**src/hdl/sparse_int_scalar_arith_assert.svh**
```systemverilog
// Assertion macros shared by the arithmetic block.
`ifndef SPARSE_INT_SCALAR_ARITH_ASSERT_SVH
`define SPARSE_INT_SCALAR_ARITH_ASSERT_SVH

// Checks that a condition implies a consequence in the same cycle.
`define SISA_ASSERT_IMPL(lbl, clk, rstn, ante, cons) \
  lbl: assert property (@(posedge clk) disable iff (!rstn) (ante) |-> (cons)) \
    else $error("assertion failed");

// Checks that a condition implies a consequence in the next cycle.
`define SISA_ASSERT_NEXT(lbl, clk, rstn, ante, cons) \
  lbl: assert property (@(posedge clk) disable iff (!rstn) (ante) |=> (cons)) \
    else $error("assertion failed");

`endif

```
**src/hdl/sisa_pkg.sv**
```systemverilog
package sisa_pkg;

  localparam int unsigned OpW  = 3;
  localparam int unsigned ValW = 32;
  localparam int unsigned OffW = 31;
  localparam int unsigned QW   = 33;

  // Division cells, one quotient bit each; the entry and exit cells are extra.
  localparam int unsigned NumCells = QW;

  localparam logic [OpW-1:0] OP_ADD = 3'd0;
  localparam logic [OpW-1:0] OP_SUB = 3'd1;
  localparam logic [OpW-1:0] OP_MUL = 3'd2;
  localparam logic [OpW-1:0] OP_MOD = 3'd3;
  localparam logic [OpW-1:0] OP_DIV = 3'd4;

  localparam logic [ValW-1:0] NaVal = 32'h8000_0000;

  localparam logic CfgIdxOp  = 1'b0;
  localparam logic CfgIdxScl = 1'b1;

  // Item state carried from cell to cell.
  typedef struct packed {
    logic              vld;
    logic [OffW-1:0]   offset;
    logic              last;
    logic [OpW-1:0]    op;
    logic              special;   // result already settled (NA or add/sub/mul)
    logic [ValW-1:0]   sres;      // settled result
    logic              sovf;
    logic              xneg;
    logic              yneg;
    logic [QW-1:0]     rem;       // partial remainder magnitude
    logic [QW-1:0]     dvd;       // dividend bits shifting in / quotient out
    logic [ValW:0]     dsr;       // divisor magnitude
  } sisa_item_t;

endpackage

```
**src/hdl/sisa_front.sv**
```systemverilog
module sisa_front
  import sisa_pkg::*;
(
  input  logic              clk_i,
  input  logic              rst_ni,
  input  logic              en_i,
  input  logic              vld_i,
  input  logic [OffW-1:0]   offset_i,
  input  logic [ValW-1:0]   value_i,
  input  logic              last_i,
  input  logic [OpW-1:0]    op_i,
  input  logic [ValW-1:0]   scalar_i,
  output sisa_item_t        item_o
);

  sisa_item_t item_d, item_q;
  logic signed [ValW-1:0] x, y;
  logic signed [2*ValW-1:0] prod;
  logic signed [ValW+1:0] sum;
  logic signed [2*ValW-1:0] wide;
  logic is_arith;

  // Entry cell: settles add/sub/mul, NA, zero divisor and bad ops; sets up div.
  always_comb begin
    x = signed'(value_i);
    y = signed'(scalar_i);
    prod = x * y;
    sum = '0;
    is_arith = 1'b1;
    unique case (op_i)
      OP_ADD:  sum = {{2{x[ValW-1]}}, x} + {{2{y[ValW-1]}}, y};
      OP_SUB:  sum = {{2{x[ValW-1]}}, x} - {{2{y[ValW-1]}}, y};
      default: is_arith = 1'b0;
    endcase
    wide = (op_i == OP_MUL) ? prod : {{(2*ValW-ValW-2){sum[ValW+1]}}, sum};
    item_d = '0;
    item_d.vld    = vld_i;
    item_d.offset = offset_i;
    item_d.last   = last_i;
    item_d.op     = op_i;
    item_d.xneg   = x[ValW-1];
    item_d.yneg   = y[ValW-1];
    item_d.dsr    = {1'b0, y[ValW-1] ? ValW'(-y) : y};
    item_d.dvd    = {1'b0, x[ValW-1] ? ValW'(-x) : x};
    item_d.special = 1'b1;
    item_d.sres    = NaVal;
    if (value_i == NaVal || scalar_i == NaVal) begin
      item_d.sres = NaVal;
    end else if (is_arith || op_i == OP_MUL) begin
      if (wide <= -64'sd2147483648 || wide > 64'sd2147483647) begin
        item_d.sovf = 1'b1;
      end else begin
        item_d.sres = wide[ValW-1:0];
      end
    end else if ((op_i == OP_MOD || op_i == OP_DIV) && scalar_i != '0) begin
      item_d.special = 1'b0;
    end
  end

  always_ff @(posedge clk_i or negedge rst_ni) begin
    if (!rst_ni) begin
      item_q <= '0;
    end else if (en_i) begin
      item_q <= item_d;
    end
  end

  assign item_o = item_q;

endmodule

```
**config.mk**
```make
export PLATFORM = sky130hd
export DESIGN_NAME = sisa_front
export DESIGN_NICKNAME = d
export VERILOG_FILES = /design/src/hdl/sparse_int_scalar_arith_assert.svh /design/src/hdl/sisa_pkg.sv /design/src/hdl/sisa_front.sv
export SDC_FILE = /design/constraint.sdc
export NUM_CORES = 2
export LEC_CHECK = 0
export BUFFER_PORTS_ARGS = -buffer_cell sky130_fd_sc_hd__buf_2
export CORE_MARGIN = 8
export CORE_UTILIZATION = 52
export CTS_CLUSTER_DIAMETER = 60
export DETAILED_ROUTE_END_ITERATION = 8
export PLACE_DENSITY = 0.76
export SLEW_MARGIN = 40
export SYNTH_ARGS = -nofsm -noshare
export SYNTH_HDL_FRONTEND = slang
export SYNTH_SLANG_ARGS = --single-unit
```
**constraint.sdc**
```tcl
create_clock -name clk_i -period 0.8 [get_ports clk_i]
set_input_delay 0.2 -clock clk_i [delete_from_list [all_inputs] [get_ports clk_i]]
set_output_delay 0.2 -clock clk_i [all_outputs]
set_load 0.02 [all_outputs]
```
Yosys cells after proc, flatten, opt, wreduce, memory -nomap -nowiden
Index checks and enable logic that the tools add are counted.
- shift-type cells: 0
- multiply operators: 1
- magnitude comparators: 2
- div/mod/pow operators: 0
- reduce and logical (&&, ||, !) cells: 8
- eq/ne operators: 6
- mux-type cells: 13
- $add $sub $neg: 4
- bitwise gates (word level): 0
- operator list (kind ; number):
    32-bit 2-to-1 mux ; 4
    34-bit one-hot mux with 2 select lines ; 1
    32-bit == test (second input constant) ; 2
    64-bit by 32-bit > comparator with 1-bit output (second input constant) ; 1
    64-bit by 32-bit <= comparator with 1-bit output (second input constant) ; 1
    32-bit by 32-bit multiplier with 64-bit output ; 1
    64-bit 2-to-1 mux ; 1
    32-bit negation ; 2
    32-bit by 32-bit adder with 33-bit output ; 1
    33-bit 2-to-1 mux ; 1
    32-bit by 32-bit subtractor with 33-bit output ; 1
    32-bit nonzero test ; 1
    3-bit by 2-bit == test with 1-bit output (second input constant) ; 2
    1-bit 2-to-1 mux ; 6
    1-bit logical OR ; 4
    3-bit by 1-bit == test with 1-bit output (second input constant) ; 1
    3-bit == test (second input constant) ; 1
    3-bit logical NOT ; 1
    2-bit OR reduction ; 1
    1-bit logical AND ; 1
- bits in registers: 136
- ROM bits: 0
- input port bits: 103
- output and inout port bits: 171
- RAM bits: 0
- memories kept: 0
- logic and storage cells: 45
- latch bits: 0

Logic depth before layout (Yosys ltp)
- depth after elaboration: 8
- gate-level depth with buffers: 34

Worst setup path before layout
Ideal clock, no wire load.
- path kind: input-to-reg
- start point: input value_i[31]
- end point: register item_q (netlist bit item_o[108])
- slack: -9.093 ns
- data required time: 0.704 ns
- path buffers: 5
- data arrival time: 9.797 ns
- stages on the path: 30
- path through: clkbuf_1 -> clkbuf_1 -> clkbuf_1 -> and2_1 -> fa_1 -> fa_1 -> fa_1 -> inv_1 -> fa_1 -> inv_1 -> fa_1 -> fa_1 -> inv_1 -> fa_1 -> inv_1 -> fa_1 -> ha_1 -> clkdlybuf4s15_1 -> nand4_1 -> or4_4 -> a311oi_4 -> nor3b_4 -> a311oi_2 -> o211ai_1 -> or4_1 -> or4_4 -> o31ai_4 -> a31oi_4 -> buf_6 -> o32ai_2
- longest elaborated chain between the ends: 8
- elaborated cells between the ends (all ways): 13
- ends and longest elaborated chain (item ; line ; source):
    start, declared ; sisa_front.sv:9 ; input logic [ValW-1:0] value_i,
    parallel branches: the longest is 7 deep, another holds 32-bit by 32-bit multiplier with 64-bit output ; - ;
    32-bit 2-to-1 mux * ; sisa_front.sv:47 ; if (value_i == NaVal || scalar_i == NaVal) begin
    end signal, assigned ; sisa_front.sv:64 ; item_q <= item_d;
    end, declared ; sisa_front.sv:16 ; sisa_item_t item_d, item_q;
Every way passes the cells marked *.
A chain may end at the register's enable or synchronous reset.

Final worst setup path
- start point: input value_i[16]
- end point: register item_q (netlist bit item_o[120])
Same word-level chain as after synthesis.

==> summary.txt <==
Outcome
  – Outcome: finished, violations left
  – Violated checks: negative setup slack

Synthesis
  – Synth area leader: fa_1
  – Synth area leaders: fa_1 (46%), inv_1 (7.8%), dfrtp_1 (7.2%)
  – Mux cell area share after synthesis: under 10%
  – Ys async rst share: 100.0%
  – Mean post-synth cell area: approximately 9 um2
  – Yosys Warn Count: 0
  – Unique masters post-synth: approximately 110
  – Most common cell in the netlist: fa_1
  – Complex-gate fraction of the synthesized area: slightly above 8%
  – Number of synthesized flops with an enable pin: 0
  – Proportion of netlist area held by the largest area contributor: 46.15%
  – Seq/Total Area, Yosys: under 10%
  – Post-Synth Adder-Cell Area: around 52%
  – Post-Synth XOR/XNOR Area: under 10%
  – Post-synth top cells: fa_1 (1083), inv_1 (973), nand2_1 (671)
  – Synthesized area: around 47000 um2
  – Post-Synth Simple-Gate Area: 16.63%
  – Ys flop type: dfrtp_1
  – Post-synthesis instance total: between 5000 and 6000
  – Largest family of logic cells by synthesized area: adder cells
  – FF+latch count, synth: between 100 and 150

Setup path
  – CP Capture Type: register
  – CP max FO: 14
  – Max stage delay on crit path: around 0.62 ns
  – Buf+Inv Stages, Crit Path: 9
  – CP most frequent cell: fa_1
  – Worst path arrival time: roughly 9 ns
  – Startpoint types: input port
  – Slowest cell on the critical path: fa_1
  – Worst Path Required: about 1.1 ns
  – Top delay family on crit path: adder cells
  – WS Path Type: in -> reg

Clock network
  – CTS tree: done
  – Clk buf depth: 2
  – Clk pin slew, worst setup/hold paths: approximately 0.060 ns
  – CTS sink cnt: between 100 and 150
  – H-tree levels: 4
  – CTS buffer count: 17
  – Clk_lat worst skew: ~0.43 ns
  – Root buf cell: clkbuf_16

Finish
  – Sequential Area: about 3400 um2
  – Share of cells above drive strength 1: between 20% and 30%
  – Layout area overhead: 23.36%
  – Post-layout util: about 65%
  – Filler cells: 6764
  – Max reg flops: between 100 and 150
  – Nets@finish: 7301
  – Multi-input logic area: roughly 40000 um2

Global route
  – GRT Util Overall: 31.26%
  – Total grt overflow: 0
  – Met2 Use GR: 52.75%
  – GR Util met3: between 3 and 4%
  – Global route hottest layer: met2
  – Largest net degree at the start of global routing: about 100
  – Initial antenna violation count: 13
  – Met1 usage: between 30% and 40%
  – Vias in the first global route: about 45000
  – First-pass GRT wire length: approximately 240000 um

STA
  – Fmax: around 0.11 GHz
  – Final Skew: 0 ns
  – Final hold violations: 0
  – Final Setup Violations: 272
  – Final period util: 1090%
  – Fin crit period: around 8.7 ns
  – Slew @ Worst Pin: approximately 0.83 ns
  – Max-slew headroom: between 40% and 50%
  – Unrepaired setup endpoints after global routing: yes
  – Final Max Slew Viols: 0
  – Final Worst Setup Slack: -7.918 ns

Detailed routing
  – Final WL: approximately 160000 um
  – Number of remaining DRC errors: 0
  – First-pass iteration count of the detailed router: 6
  – Drt wl/cell: roughly 22 um
  – Final antenna-violating net count: 0
  – Vias per inst: 5.704
  – Drt initial violations: roughly 3600
  – Routed via count: slightly above 40000

Placed design
  – Port Buf Inserts: 238
  – HPWL after detailed placement: ~130000 um
  – Dpl ws: -8.509 ns
  – RD Place Congestion: 1.000

Floorplan
  – Core area: around 90000 um2
  – Initial Utilization: between 50% and 60%
  – I/O pin count: 274
  – Die height: approximately 320 um
  – Rows: 110
  – Die span in x: about 320 um
  – Total die area: about 100000 um2

Min path
  – Worst min path class: in -> reg

Run
  – Max-Cap Viols: 0
==> area by class of cell <==
cell class                      count  share of cell area (%)
Clock buffer                       21                  0.7945
Multi-Input combinational cell   3679                   68.19
Tap cell                         1176                   2.539
Clock inverter                     11                  0.1706
Timing Repair Buffer             1087                   16.04
Antenna cell                       10                 0.04318
Inverter                          974                   6.354
Sequential cell                   136                   5.873
==> worst reg2reg max path, cell delays in order (launching register included) <==
cell and delay (ns):
dfrtp_1 0.39, nor2_1 0.21, a21oi_1 0.12
==> path summary, 6_finish.rpt <==
kind,start,to,slack [ns],cells past startpoint
setup / recovery,value_i[16],item_o[120]$_DFFE_PN0P_,-7.92,31
hold / removal,offset_i[29],item_o[168]$_DFFE_PN0P_,0.008,2
setup reg to reg,item_o[1]$_DFFE_PN0P_,item_o[1]$_DFFE_PN0P_,-0.08,2
hold reg to reg,item_o[122]$_DFFE_PN0P_,item_o[122]$_DFFE_PN0P_,0.50,1
max in group asynchronous,rst_ni,item_o[14]$_DFFE_PN0P_,0.12,3
min in group asynchronous,rst_ni,item_o[169]$_DFFE_PN0P_,0.20,2
==> repair_timing <==
| action | CTS | global route |
|---|---|---|
| hold endpoints to repair | 148 | 6 |
| hold buffers | 13 | 6 |
| setup buffers | 25 | 12 |
| cloned | 5 | 0 |
| resized for setup | 304 | 106 |
| pin swaps | 83 | 43 |
| endpoints found under the setup margin | 272 | 272 |
==> layout by cell type, fill, tap and decap left out, drive strengths merged, types with 46 or more instances in the layout <==
cell / count
xnor2: 55
mux2: 46
dfrtp: 136
o21ai: 103
xor2: 114
ha: 220
nand2: 672
fa: 1083
buf: 1068
a21oi: 184
inv: 973
nor2: 173
and2: 495
==> per-layer routing <==
| layer | vias up | share of wire, % |
|---|---|---|
| met5 | - | 0.019 |
| met4 | 4 | 8.1 |
| met3 | 703 | 7.8 |
| met2 | 2249 | 48 |
| met1 | 20468 | 36 |
| li1 | 17039 | - |
==> per-stage QoR <==
stage               area [um2]  hold slack, ns  cells  TNS, ns
global placement         55190         0.06663   6991  -415.21
finish                   57950        0.007825   7094  -399.74
detailed placement       55190         0.06777   6991  -424.74
CTS                      57390      0.00001971   7066  -387.16
global route             57950       -0.004524   7094  -409.24
floorplan                47990        -0.09559   5165  -339.87
==> cells by family after synthesis <==
| kind of cell | count (synthesis) |
|---|---|
| muxes | 55 |
| buffers and inverters | 1350 |
| and+or+nand+nor | 1569 |
| xor gates and xnor gates | 169 |
| other | 1 |
| AOI/OAI and AO/OA | 548 |
| adders and majority gates | 1303 |
| DFF | 136 |
Power is not shown: default switching activity piles up to over one toggle a cycle in this logic, so the estimate is an artifact.
