$ cat src/hdl/sparse_int_scalar_arith_assert.svh
// Assertion macros shared by the arithmetic block.
`ifndef SPARSE_INT_SCALAR_ARITH_ASSERT_SVH
`define SPARSE_INT_SCALAR_ARITH_ASSERT_SVH

// Checks that a condition implies a consequence in the same cycle.
`define SISA_ASSERT_IMPL(lbl, clk, rstn, ante, cons) \
  lbl: assert property (@(posedge clk) disable iff (!rstn) (ante) |-> (cons)) \
    else $error("assertion failed");

// Checks that a condition implies a consequence in the next cycle.
`define SISA_ASSERT_NEXT(lbl, clk, rstn, ante, cons) \
  lbl: assert property (@(posedge clk) disable iff (!rstn) (ante) |=> (cons)) \
    else $error("assertion failed");

`endif

$ cat src/hdl/sisa_pkg.sv
package sisa_pkg;

  localparam int unsigned OpW  = 3;
  localparam int unsigned ValW = 32;
  localparam int unsigned OffW = 31;
  localparam int unsigned QW   = 33;

  // Division cells, one quotient bit each; the entry and exit cells are extra.
  localparam int unsigned NumCells = QW;

  localparam logic [OpW-1:0] OP_ADD = 3'd0;
  localparam logic [OpW-1:0] OP_SUB = 3'd1;
  localparam logic [OpW-1:0] OP_MUL = 3'd2;
  localparam logic [OpW-1:0] OP_MOD = 3'd3;
  localparam logic [OpW-1:0] OP_DIV = 3'd4;

  localparam logic [ValW-1:0] NaVal = 32'h8000_0000;

  localparam logic CfgIdxOp  = 1'b0;
  localparam logic CfgIdxScl = 1'b1;

  // Item state carried from cell to cell.
  typedef struct packed {
    logic              vld;
    logic [OffW-1:0]   offset;
    logic              last;
    logic [OpW-1:0]    op;
    logic              special;   // result already settled (NA or add/sub/mul)
    logic [ValW-1:0]   sres;      // settled result
    logic              sovf;
    logic              xneg;
    logic              yneg;
    logic [QW-1:0]     rem;       // partial remainder magnitude
    logic [QW-1:0]     dvd;       // dividend bits shifting in / quotient out
    logic [ValW:0]     dsr;       // divisor magnitude
  } sisa_item_t;

endpackage

$ cat src/hdl/sisa_div_cell.sv
module sisa_div_cell
  import sisa_pkg::*;
(
  input  logic       clk_i,
  input  logic       rst_ni,
  input  logic       en_i,
  input  sisa_item_t prev_i,
  output sisa_item_t item_o
);

  sisa_item_t item_d, item_q;
  logic [QW:0] trial;
  logic [QW-1:0] shifted;

  // One restoring-division step: shift in the next dividend bit, try a subtract.
  always_comb begin
    item_d = prev_i;
    shifted = {prev_i.rem[QW-2:0], prev_i.dvd[QW-1]};
    trial = {1'b0, shifted} - {{(QW-ValW){1'b0}}, prev_i.dsr};
    item_d.dvd = {prev_i.dvd[QW-2:0], ~trial[QW]};
    item_d.rem = trial[QW] ? shifted : trial[QW-1:0];
  end

  always_ff @(posedge clk_i or negedge rst_ni) begin
    if (!rst_ni) begin
      item_q <= '0;
    end else if (en_i) begin
      item_q <= item_d;
    end
  end

  assign item_o = item_q;

endmodule

$ cat config.mk
export PLATFORM = sky130hd
export DESIGN_NAME = sisa_div_cell
export DESIGN_NICKNAME = d
export VERILOG_FILES = /design/src/hdl/sparse_int_scalar_arith_assert.svh /design/src/hdl/sisa_pkg.sv /design/src/hdl/sisa_div_cell.sv
export SDC_FILE = /design/constraint.sdc
export NUM_CORES = 1
export LEC_CHECK = 0
export BUFFER_PORTS_ARGS = -buffer_cell sky130_fd_sc_hd__buf_2
export CELL_PAD_IN_SITES_DETAIL_PLACEMENT = 0
export CELL_PAD_IN_SITES_GLOBAL_PLACEMENT = 1
export CORE_UTILIZATION = 37
export CTS_CLUSTER_SIZE = 28
export DETAILED_ROUTE_END_ITERATION = 10
export PLACE_DENSITY_LB_ADDON = 0.05
export SLEW_MARGIN = 20
export SYNTH_ARGS = -nofsm -noshare
export SYNTH_HDL_FRONTEND = slang
export SYNTH_SLANG_ARGS = --single-unit
$ cat constraint.sdc
create_clock -name clk_i -period 0.8 [get_ports clk_i]
set_input_delay 0.08 -clock clk_i [delete_from_list [all_inputs] [get_ports clk_i]]
set_output_delay 0.08 -clock clk_i [all_outputs]
set_load 0.02 [all_outputs]
### Word level (Yosys, flattened, before mapping)

Index checks and enable logic that the tools add are counted.
Widths: inputs -> output; s select.

* $add $sub $neg: 1
* $mul: 0
* muxes and demuxes: 1
* equal/unequal tests: 0
* bitwise gates (word level): 1
* $lt $le $gt $ge: 0
* shift-type cells: 0
* divide/modulo/power cells: 0
* reductions and logical operators: 0

Operator list (count)
* $sub 33x33->34: 1
* $mux 33: 1
* $not 1->1: 1

* bits of input ports: 174
* flip-flop bits (word level): 171
* ROM bits: 0
* bits in latches: 0
* memory bits (writable): 0
* memories: 0

### Logic depth before layout (Yosys ltp)

Gate-level depths: netlist (run 1).

* depth in word-level cells: 2
* depth in mapped cells: 13
* depth with buffers taken out: 12

### Worst setup path before layout (run 1)

Ideal clock, no wire load.

* path kind: input -> register
* start point: in prev_i[65] (netlist bit)
* end point: reg item_q (netlist bit item_o[98])
* data required time: 0.705 ns
* library setup time: 0.095 ns
* arrival: 2.265 ns
* buffers on the path: 0
* setup slack: -1.561 ns
* stages: 12
* cell sequence: inv_1 -> ha_1 -> inv_1 -> fa_1 -> a21o_1 -> a221oi_2 -> or3_1 -> o211ai_2 -> a21bo_1 -> a41o_1 -> and3_1 -> o31ai_1

* cells in the longest elaborated chain, start to end: 2

RTL lines
* start: declaration: RTL line sisa_div_cell.sv:7 `input sisa_item_t prev_i,`
* $sub 33x33->34: RTL line sisa_div_cell.sv:19 `trial = {1'b0, shifted} - {{(QW-ValW){1'b0}}, prev_i.dsr};`
* $mux 33: RTL line sisa_div_cell.sv:21 `item_d.rem = trial[QW] ? shifted : trial[QW-1:0];`
* end signal: assignment: RTL line sisa_div_cell.sv:28 `item_q <= item_d;`
* end: declaration: RTL line sisa_div_cell.sv:11 `sisa_item_t item_d, item_q;`

No other way between the ends.
A chain may end at the register's enable or synchronous reset.

### Worst setup path in the final report (run 1)

* start point: in prev_i[11] (netlist bit)
* end point: reg item_q (netlist bit item_o[89])

The elaborated chain is that of the path after synthesis.

==> metrics.md, run 1 <==
| Metric | Value |
|---|---|
| Setup TNS | `-82.79 ns` |
| Synth cell types | `64` |
| H-Tree Level Count | `4` |
| Post-synth top area share | `49.9%` |
| Post-synthesis sequential area ratio | `49.9%` |
| Min-Delay Path Class | `input port to register` |
| First-pass GRT wire length | `49400 um` |
| Final hold violations | `0` |
| Fin area | `17200 um^2` |
| Period Utilization, post-route | `240%` |
| Power Dens Cells | `1800 nW/um^2` |
| R2R cell count | `2` |
| Initial Util | `37.8%` |
| Syn nets | `966` |
| Status | `finished, violations left` |
| Area of the multi-input gates | `4910 um^2` |
| Async SR Flop Fraction | `100%` |
| Post-synth top flop | `dfrtp_1` |
| Share of post-route cells with drive strength above 1 | `60.1%` |
| Synth Register Bits | `171` |
| Vias | `8739` |
| CTS tree | `yes` |
| Max Root-Sink Buffers | `2` |
| Antenna violations before repair | `3` |
| Clock Sinks | `171` |
| Remaining DRCs | `0` |
| Largest net degree at the start of global routing | `50` |
| Clock Skew | `0 ns` |
| Endpoints failing setup | `277` |
| Register area | `4320 um^2` |
| Post-synth EDFFs | `0` |
| Failing checks | `negative setup slack` |
| Largest cells by area after synthesis | `dfrtp_1 50%, mux2_2 18%, ha_1 4.8%` |
| Crit. End Element | `register` |
| Vias per inst | `4.90` |
| Die X | `154 um` |
| Crit path launch type | `input port` |
| Synthesized area per cell | `11.3 um^2` |
| Gpl congestion | `0.853` |
| Critical path peak fanout | `3` |
| Slew margin rel. | `77.5%` |
| WP data arrival | `2.23 ns` |
| I/O Buffers | `343` |
| Wirelength per Cell | `18.6 um` |
| Area Overhead vs Synth | `100%` |
| Critical path startpoint | `prev_i[11]` |
| CTS root buf | `clkbuf_16` |
| Slew Viols, Final | `0` |
| VDD IR max | `1.42 mV` |
| Skew-Pair Late Insertion Delay | `0.42 ns` |
| Crit path time final | `1.92 ns` |
| R2r startpoint | `item_o[153]` |
| Post-DP Area | `12300 um^2` |
| 1st-iter DRT viols | `325` |
| Die Ht | `154 um` |
| Vias in the first global route | `9210` |
| Clk slew on worst S/H paths | `0.07 ns` |
| CP Class | `input port to register` |
| Syn Std Cell Area | `8570 um^2` |
| Global-route usage over all layers | `26.7%` |
| Gr ovfl total | `0` |
| Worst setup margin | `-1.12 ns` |
| Final nets | `1690` |
| Max-cap violations | `0` |
| ANT nets after route | `0` |
| Synth Instances | `758` |
| Highest Clock Rate | `520 MHz` |
| Layout fillers | `1492` |
| RSZ-0062 raised after global routing | `yes` |
| Cell with the most instances after synthesis | `dfrtp_1` |
| Ys Warns | `0` |
| Total die area | `23800 um^2` |
| Max reg flops | `171` |
| Leakage | `0.00830 uW` |
| Worst-Margin Slew | `0.335 ns` |
| Detailed Routing Iterations Pass 1 | `5` |
| CP endpoint | `item_o[89]` |
| Detail Placement HPWL | `19800 um` |
| Yosys top cell by area | `dfrtp_1` |
| Io pins | `345` |
| Worst R2R End | `item_o[153]` |
| WP data required | `1.10 ns` |
| Num rows | `55` |
| Drt total wl | `33200 um` |
| Reg2Reg Setup Slack | `-0.14 ns` |
| Core area | `22600 um^2` |
| CTS Buf Count | `17` |
| Commonest cells post-synth | `171 x dfrtp_1, 137 x mux2_2, 67 x nand2_1` |
layout by cell type, fill, tap and decap left out, types with 7 or more instances in the layout:
cell type      count
buf_4            164
buf_2            159
clkbuf_16         18
a21oi_1           23
buf_6            238
nor2_1            43
a31oi_1           28
dfrtp_2           34
o21ai_0           14
dlygate4sd3_1    158
ha_1              20
nand2_2           20
buf_12            16
xnor2_1           13
mux2_2            40
a21o_1            11
dfrtp_1          137
nand2_1           40
ha_4              13
mux2_4            97
nand3_1            7
inv_1             38
layout make-up:
| cell class | count | share of cell area, % |
|---|---|---|
| Timing Repair Buffer | 743 | 39.3 |
| Multi-Input combinational cell | 500 | 28.6 |
| Sequential cell | 171 | 25.2 |
| Clock buffer | 18 | 2.50 |
| Tap cell | 285 | 2.08 |
| Inverter | 49 | 1.26 |
| Clock inverter | 13 | 1.08 |
| Antenna cell | 3 | 0.0438 |
power by group:
group,leakage [uW],switching (uW),internal (uW)
combinational,0.00605,5020,6480
clock,0.000293,3880,5010
sequential,0.00196,831,9660
total,0.00830,9730,21200
cells by family (layout without fill, tap and decap cells):
logic type      after synthesis  count (layout)  share of synthesized area, %
flops                       171             171                          49.9
simple gates                160             160                          8.22
compound gates              142             142                          11.7
mux                         137             137                          18.0
buf+inv                      87             823                          4.29
fa+ha+maj                    34              34                          5.05
xor+xnor                     27              27                          2.76
other cells                   0               3                             0
layer usage:
metal | routed length (um) | track usage [%] | part of all wire (%)
met1 | 13600 | 33.0 | 41
met2 | 17000 | 47.1 | 51
met3 | 1770 | 5.80 | 5.3
met4 | 812 | 6.57 | 2.4
met5 | 0 | 0 | 0
critical path, stage by stage:
cell and delay (ns):
buf_8 0.09, inv_8 0.03, ha_4 0.25, nand4_1 0.15, or3_4 0.42, o21bai_4 0.20, buf_6 0.13, buf_6 0.11
nand2_8 0.07, a31oi_4 0.12, o41ai_4 0.30, xnor2_1 0.18, o221ai_2 0.11
stage by stage:
step / setup slack (ns) / hold slack [ns] / cells / total power [uW] / util (%)
final: -1.12 / 0.0329 / 1782 / 30900 / 75.8
after global routing: -1.21 / 0.0302 / 1782 / 32200 / 75.8
after CTS: -1.13 / 0.0119 / 1755 / 30400 / 73.7
after detailed placement: -1.68 / -0.0610 / 1493 / 18200 / 54.4
after global placement: -1.65 / -0.0602 / 1493 / 18100 / 54.4
after floorplan: -1.38 / -0.216 / 758 / 15000 / -
what timing repair did:
| item | CTS | global route |
|---|---|---|
| hold endpoints to repair | 329 | 0 |
| cloned | 4 | 1 |
| gates resized for setup | 453 | 83 |
| buffers inserted | 69 | 56 |
| hold buffers | 159 | 0 |
| endpoints found under the setup margin | 205 | 282 |
| pin swaps | 67 | 47 |
how the worst min path moves through the flow:
stage          startpoint     endpoint  slack [ns]  cells past startpoint
6_report       prev_i[96]   item_o[97]        0.03                      4
5_1_grt         prev_i[0]   item_o[66]        0.03                      4
4_1_cts        prev_i[79]   item_o[80]        0.01                      4
3_5_place_dp       rst_ni  item_o[146]       -0.06                      1
3_3_place_gp       rst_ni  item_o[146]       -0.06                      1
2_1_floorplan      rst_ni    item_o[0]       -0.22                      0
No activity file was read; power rests on OpenSTA's default activity.
==> run 2, diff against run 1 <==
--- a/config.mk
+++ b/config.mk
@@ -12,6 +12,7 @@
 export CTS_CLUSTER_SIZE = 28
 export DETAILED_ROUTE_END_ITERATION = 10
 export PLACE_DENSITY_LB_ADDON = 0.05
+export RECOVER_POWER = 25
 export SLEW_MARGIN = 20
 export SYNTH_ARGS = -nofsm -noshare
 export SYNTH_HDL_FRONTEND = slang
==> run 2 against run 1 <==
Compared with the run above: the run still ends with negative setup slack left; combinational power is essentially flat; clock power is essentially flat; sequential power is essentially flat; count of clock-buffer cells in the layout is the same; sequential cell count is the same; wire length is essentially flat.
==> metrics.md, run 2 (same netlist as run 1, synthesis figures left out) <==
| Metric | Value |
|---|---|
| Vias per inst | `4.91` |
| Commonest non-fill, non-tap cell in the layout | `buf_6` |
| Crit. End Element | `register` |
| RSZ-0062 raised after global routing | `yes` |
| Io pins | `345` |
| Max reg flops | `171` |
| Area Overhead vs Synth | `100%` |
| CP Class | `input port to register` |
| Max-cap violations | `0` |
| CTS tree | `yes` |
| Most frequent cells in the layout | `238 x buf_6, 163 x buf_4, 159 x buf_2, 158 x dlygate4sd3_1, 137 x dfrtp_1` |
| Critical path startpoint | `prev_i[11]` |
| Gr ovfl total | `0` |
| Clock Skew | `0 ns` |
| Vias in the first global route | `9210` |
| Final hold violations | `0` |
| Final nets | `1690` |
| Power Dens Cells | `1800 nW/um^2` |
| R2r startpoint | `item_o[153]` |
| First-pass GRT wire length | `49400 um` |
| Drt total wl | `33200 um` |
| Hold path startpoint | `prev_i[96]` |
| Worst setup margin | `-1.12 ns` |
| Num rows | `55` |
| ANT nets after route | `0` |
| Skew-Pair Late Insertion Delay | `0.42 ns` |
| Antenna violations before repair | `3` |
| Area of the multi-input gates | `4910 um^2` |
| Remaining DRCs | `0` |
| Crit path launch type | `input port` |
| Largest net degree at the start of global routing | `50` |
| I/O Buffers | `343` |
| Slew Viols, Final | `0` |
| Clk slew on worst S/H paths | `0.07 ns` |
| Failing checks | `negative setup slack` |
| Wirelength per Cell | `18.6 um` |
| Max Root-Sink Buffers | `2` |
| Die Ht | `154 um` |
| Critical path peak fanout | `3` |
| WP data required | `1.10 ns` |
| Die X | `154 um` |
| Gpl congestion | `0.853` |
| Worst-Margin Slew | `0.447 ns` |
| Highest Clock Rate | `520 MHz` |
| Leakage | `0.00830 uW` |
| Slowest-stage cell, CP | `or3_4` |
| Buf/Inv on CP | `4` |
| Initial Util | `37.8%` |
| Vias | `8746` |
| Slew margin rel. | `70.2%` |
| CTS Buf Count | `17` |
| H-Tree Level Count | `4` |
| Detailed Routing Iterations Pass 1 | `5` |
| Share of post-route cells with drive strength above 1 | `60.1%` |
| Global-route usage over all layers | `26.7%` |
| Status | `finished, violations left` |
| Core area | `22600 um^2` |
| Period Utilization, post-route | `240%` |
| Register area | `4320 um^2` |
| Detail Placement HPWL | `19800 um` |
| 1st-iter DRT viols | `302` |
| Crit path time final | `1.92 ns` |
| Total die area | `23800 um^2` |
| CTS root buf | `clkbuf_16` |
| Clock Sinks | `171` |
| Design Power | `30900 uW` |
| CP delay by family, top | `compound AO/OA/AOI/OAI gates` |
| Crit path cell chain | `buf_8 -> inv_8 -> ha_4 -> nand4_1 -> or3_4 -> o21bai_4 -> buf_6 -> buf_6 -> nand2_8 -> a31oi_4 -> o41ai_4 -> xnor2_1 -> o221ai_2` |
| Endpoints failing setup | `278` |
| Most frequent CP cell | `buf_6` |
| Layout fillers | `1497` |
| Min-Delay Path Class | `input port to register` |
| WP data arrival | `2.23 ns` |
| Final Util | `75.7%` |
| Max stage delay on crit path | `0.42 ns` |
| VDD IR max | `1.42 mV` |
[run 2: cell count changes in the layout (fill, tap and decap cells not counted)]
cell / before / now
clkbuf_8: 1 / 0
clkbuf_4: 0 / 1
buf_4: 164 / 163
clkbuf_2: 0 / 1
buf_12: 16 / 14
buf_8: 5 / 7
[run 2: power breakdown]
part	internal (uW)	switching, uW
registers	9660	831
clock network	5010	3880
logic	6470	5020
[run 2: through the flow]
| step | std cells | instance area (um^2) | hold WS, ns | setup WS (ns) | TNS (ns) |
|---|---|---|---|---|---|
| 5_1_grt | 1782 | 17100 | 0.0302 | -1.21 | -94.71 |
| 6_report | 1782 | 17100 | 0.0329 | -1.12 | -82.79 |
| 4_1_cts | 1755 | 16700 | 0.0119 | -1.13 | -82.01 |
| 2_1_floorplan | 758 | 9530 | -0.216 | -1.38 | -57.71 |
| 3_5_place_dp | 1493 | 12300 | -0.0610 | -1.68 | -69.63 |
| 3_3_place_gp | 1493 | 12300 | -0.0602 | -1.65 | -69.20 |
[run 2: final cells by class]
class                           count  share of cell area [%]
Multi-Input combinational cell    500                    28.6
Timing Repair Buffer              743                    39.2
Clock inverter                     13                    1.08
Sequential cell                   171                    25.2
Inverter                           49                    1.26
Tap cell                          285                    2.08
Clock buffer                       18                    2.50
Antenna cell                        3                  0.0438
[run 2: final timing paths]
kind,endpoint,slack [ns],cells past startpoint
setup / recovery,item_o[89],-1.12,13
hold / removal,item_o[97],0.03,4
setup reg to reg,item_o[153],-0.14,2
hold reg to reg,item_o[66],0.50,1
max in group asynchronous,item_o[124],0.03,3
min in group asynchronous,item_o[161],0.15,2
[run 2: repair_timing]
item / 4_1_cts / 5_1_grt
pin swaps: 67 / 47
gates resized for setup: 453 / 83
setup endpoints to repair: 205 / 282
buffers inserted: 69 / 56
gates cloned: 4 / 1
hold endpoints to repair: 329 / 0
hold buffers: 159 / 0
[run 2: tightest hold or removal path: stages]
cell and delay, ns:
buf_2 0.11, buf_4 0.11, nand3_2 0.07, o221ai_2 0.05
[run 2: per-layer routing]
layer | up-vias | wire length, um | global-route usage, %
li1 | 4127 | - | -
met1 | 4305 | 13600 | 33.0
met2 | 263 | 17000 | 47.1
met3 | 51 | 1750 | 5.80
met4 | 0 | 812 | 6.57
met5 | - | 0 | 0
==> run 3, diff against run 2 <==
--- a/config.mk
+++ b/config.mk
@@ -13,6 +13,7 @@
 export DETAILED_ROUTE_END_ITERATION = 10
 export PLACE_DENSITY_LB_ADDON = 0.05
 export RECOVER_POWER = 25
+export SETUP_SLACK_MARGIN = 0.05
 export SLEW_MARGIN = 20
 export SYNTH_ARGS = -nofsm -noshare
 export SYNTH_HDL_FRONTEND = slang
==> run 3 against run 2 <==
Compared with the run above: the flow finishes with violations (negative hold slack, negative setup slack); critical path depth stayed put; register-to-register slack about the same; non-clock buffer count decreased by 1; combinational power barely moved; maximum frequency rose by 0.19%; wire length rose by 1.9%; clock power hardly changed; power grew 0.27%; global-route usage increased by 0.44 points; sequential share of layout area about the same; first-iteration DRC count grew 5.3%; clock skew stayed put; critical path type unchanged; critical endpoint is now item_o[98].
==> metrics.md, run 3 (same netlist as run 1, synthesis figures left out) <==
| Metric | Value |
|---|---|
| H-Tree Level Count | `4` |
| Pre-CTS setup slack | `-1.68 ns` |
| Period Utilization, post-route | `240%` |
| Status | `finished, violations left` |
| Setup TNS | `-83.71 ns` |
| Max stage delay on crit path | `0.33 ns` |
| Hold_ws | `-0.00620 ns` |
| Crit path time final | `1.92 ns` |
| Slew margin rel. | `70.9%` |
| Total die area | `23800 um^2` |
| Most frequent cells in the layout | `242 x buf_6, 160 x buf_4, 159 x buf_2, 157 x dlygate4sd3_1, 137 x dfrtp_1` |
| Share of post-route cells with drive strength above 1 | `60.3%` |
| Skew-Pair Late Insertion Delay | `0.42 ns` |
| Highest Clock Rate | `521 MHz` |
| Wirelength per Cell | `19.0 um` |
| Final nets | `1689` |
| VDD IR max | `1.13 mV` |
| Crit path launch type | `input port` |
| Final std cells w/o fill | `1784` |
| Hold buffer count at CTS | `157` |
| Vias in the first global route | `9310` |
| Power Dens Cells | `1800 nW/um^2` |
| I/O Buffers | `343` |
| Vias | `8803` |
| Initial Util | `37.8%` |
| Detailed Routing Iterations Pass 1 | `4` |
| WP data arrival | `2.23 ns` |
| Max reg flops | `171` |
| CP Class | `input port to register` |
| Crit path cell chain | `buf_12 -> inv_12 -> ha_4 -> inv_2 -> fa_2 -> a21o_1 -> a221oi_4 -> or3_4 -> o211ai_2 -> a21bo_1 -> a41o_1 -> nor3b_1 -> o31ai_1` |
| Clk slew on worst S/H paths | `0.07 ns` |
| CTS tree | `yes` |
| Max-cap violations | `0` |
| Detail Placement HPWL | `19800 um` |
| Endpoints failing setup | `282` |
| Critical path peak fanout | `3` |
| Core area | `22600 um^2` |
| Leakage | `0.00830 uW` |
| Commonest non-fill, non-tap cell in the layout | `buf_6` |
| Slowest-stage cell, CP | `fa_2` |
| Clock Sinks | `171` |
| 1st-iter DRT viols | `318` |
| First-pass GRT wire length | `50100 um` |
| Failing checks | `negative hold slack, negative setup slack` |
| Crit. End Element | `register` |
| Max Root-Sink Buffers | `2` |
| Remaining DRCs | `0` |
| Placed cells | `1493` |
| Worst setup margin | `-1.12 ns` |
| Antenna violations before repair | `6` |
| Die Ht | `154 um` |
| ANT nets after route | `0` |
| Die X | `154 um` |
| Final hold violations | `1` |
| CTS Buf Count | `17` |
| Largest net degree at the start of global routing | `50` |
| Gpl congestion | `0.853` |
| Drt total wl | `33800 um` |
| Design Power | `31000 uW` |
| Area Overhead vs Synth | `100%` |
| Gr ovfl total | `0` |
| Vias per inst | `4.93` |
| Slew Viols, Final | `0` |
| WP data required | `1.11 ns` |
| Worst-Margin Slew | `0.437 ns` |
| Min-Delay Path Class | `input port to register` |
| Num rows | `55` |
| Clock Skew | `0 ns` |
| CTS root buf | `clkbuf_16` |
| Global-route usage over all layers | `27.1%` |
| Io pins | `345` |
| RSZ-0062 raised after global routing | `yes` |
==> run 3: cell count changes in the layout (fill, tap and decap cells not counted), moves of 2 or more <==
cell	change
buf_4	-3
diode_2	+3
mux2_2	-2
buf_6	+4
mux2_4	+2
==> run 3: where the power goes <==
group	leakage (uW)	internal [uW]	switching, uW
registers	0.00196	9660	848
clock network	0.000293	5010	3900
logic	0.00605	6490	5050
==> run 3: path summary, 6_finish.rpt <==
kind | cells past startpoint | end | start | slack [ns]
worst min-delay path | 3 | item_o[2] | prev_i[2] | -0.006
worst min register to register | 1 | item_o[66] | item_o[66] | 0.50
max in group asynchronous | 3 | item_o[100] | rst_ni | 0.01
min in group asynchronous | 2 | item_o[140] | rst_ni | 0.16
worst max register to register | 2 | item_o[118] | item_o[118] | -0.15
worst max-delay path | 13 | item_o[98] | prev_i[65] | -1.12
==> run 3: timing repair <==
item | in CTS | in global routing
resized for setup | 458 | 88
gates cloned | 4 | 1
pin swaps | 67 | 47
buffers inserted | 69 | 56
endpoints found under the setup margin | 327 | 342
hold endpoints to repair | 329 | 1
==> run 3: stage by stage <==
step                      util, %  area, um^2
after floorplan                 -        9530
after global placement       54.4       12300
after detailed placement     54.4       12300
after CTS                    73.7       16700
after global routing         75.8       17200
final                        75.8       17200
==> run 3: worst max-delay path, delay by kind of cell <==
family,cells,cell delay [ns]
compound gates,6,1.11
simple gates,2,0.40
fa+ha+maj,2,0.45
buf+inv,3,0.18
==> run 3: cell type report <==
class	count	area [um^2]
clock inverters	13	185
well taps	285	357
repair buffers	742	6720
fillers	1495	5480
diodes	6	15.0
inverters	49	216
flip-flops and latches	171	4320
multi-input cells	500	4920
clock buffers	18	429
==> run 3: layer usage <==
layer / up-vias / GRT usage [%] / share of wire (%)
li1: 4123 / - / -
met3: 66 / 6.19 / 5.8
met4: 0 / 7.05 / 2.9
met1: 4308 / 33.1 / 40
met5: - / 0 / 0
met2: 306 / 48.1 / 51
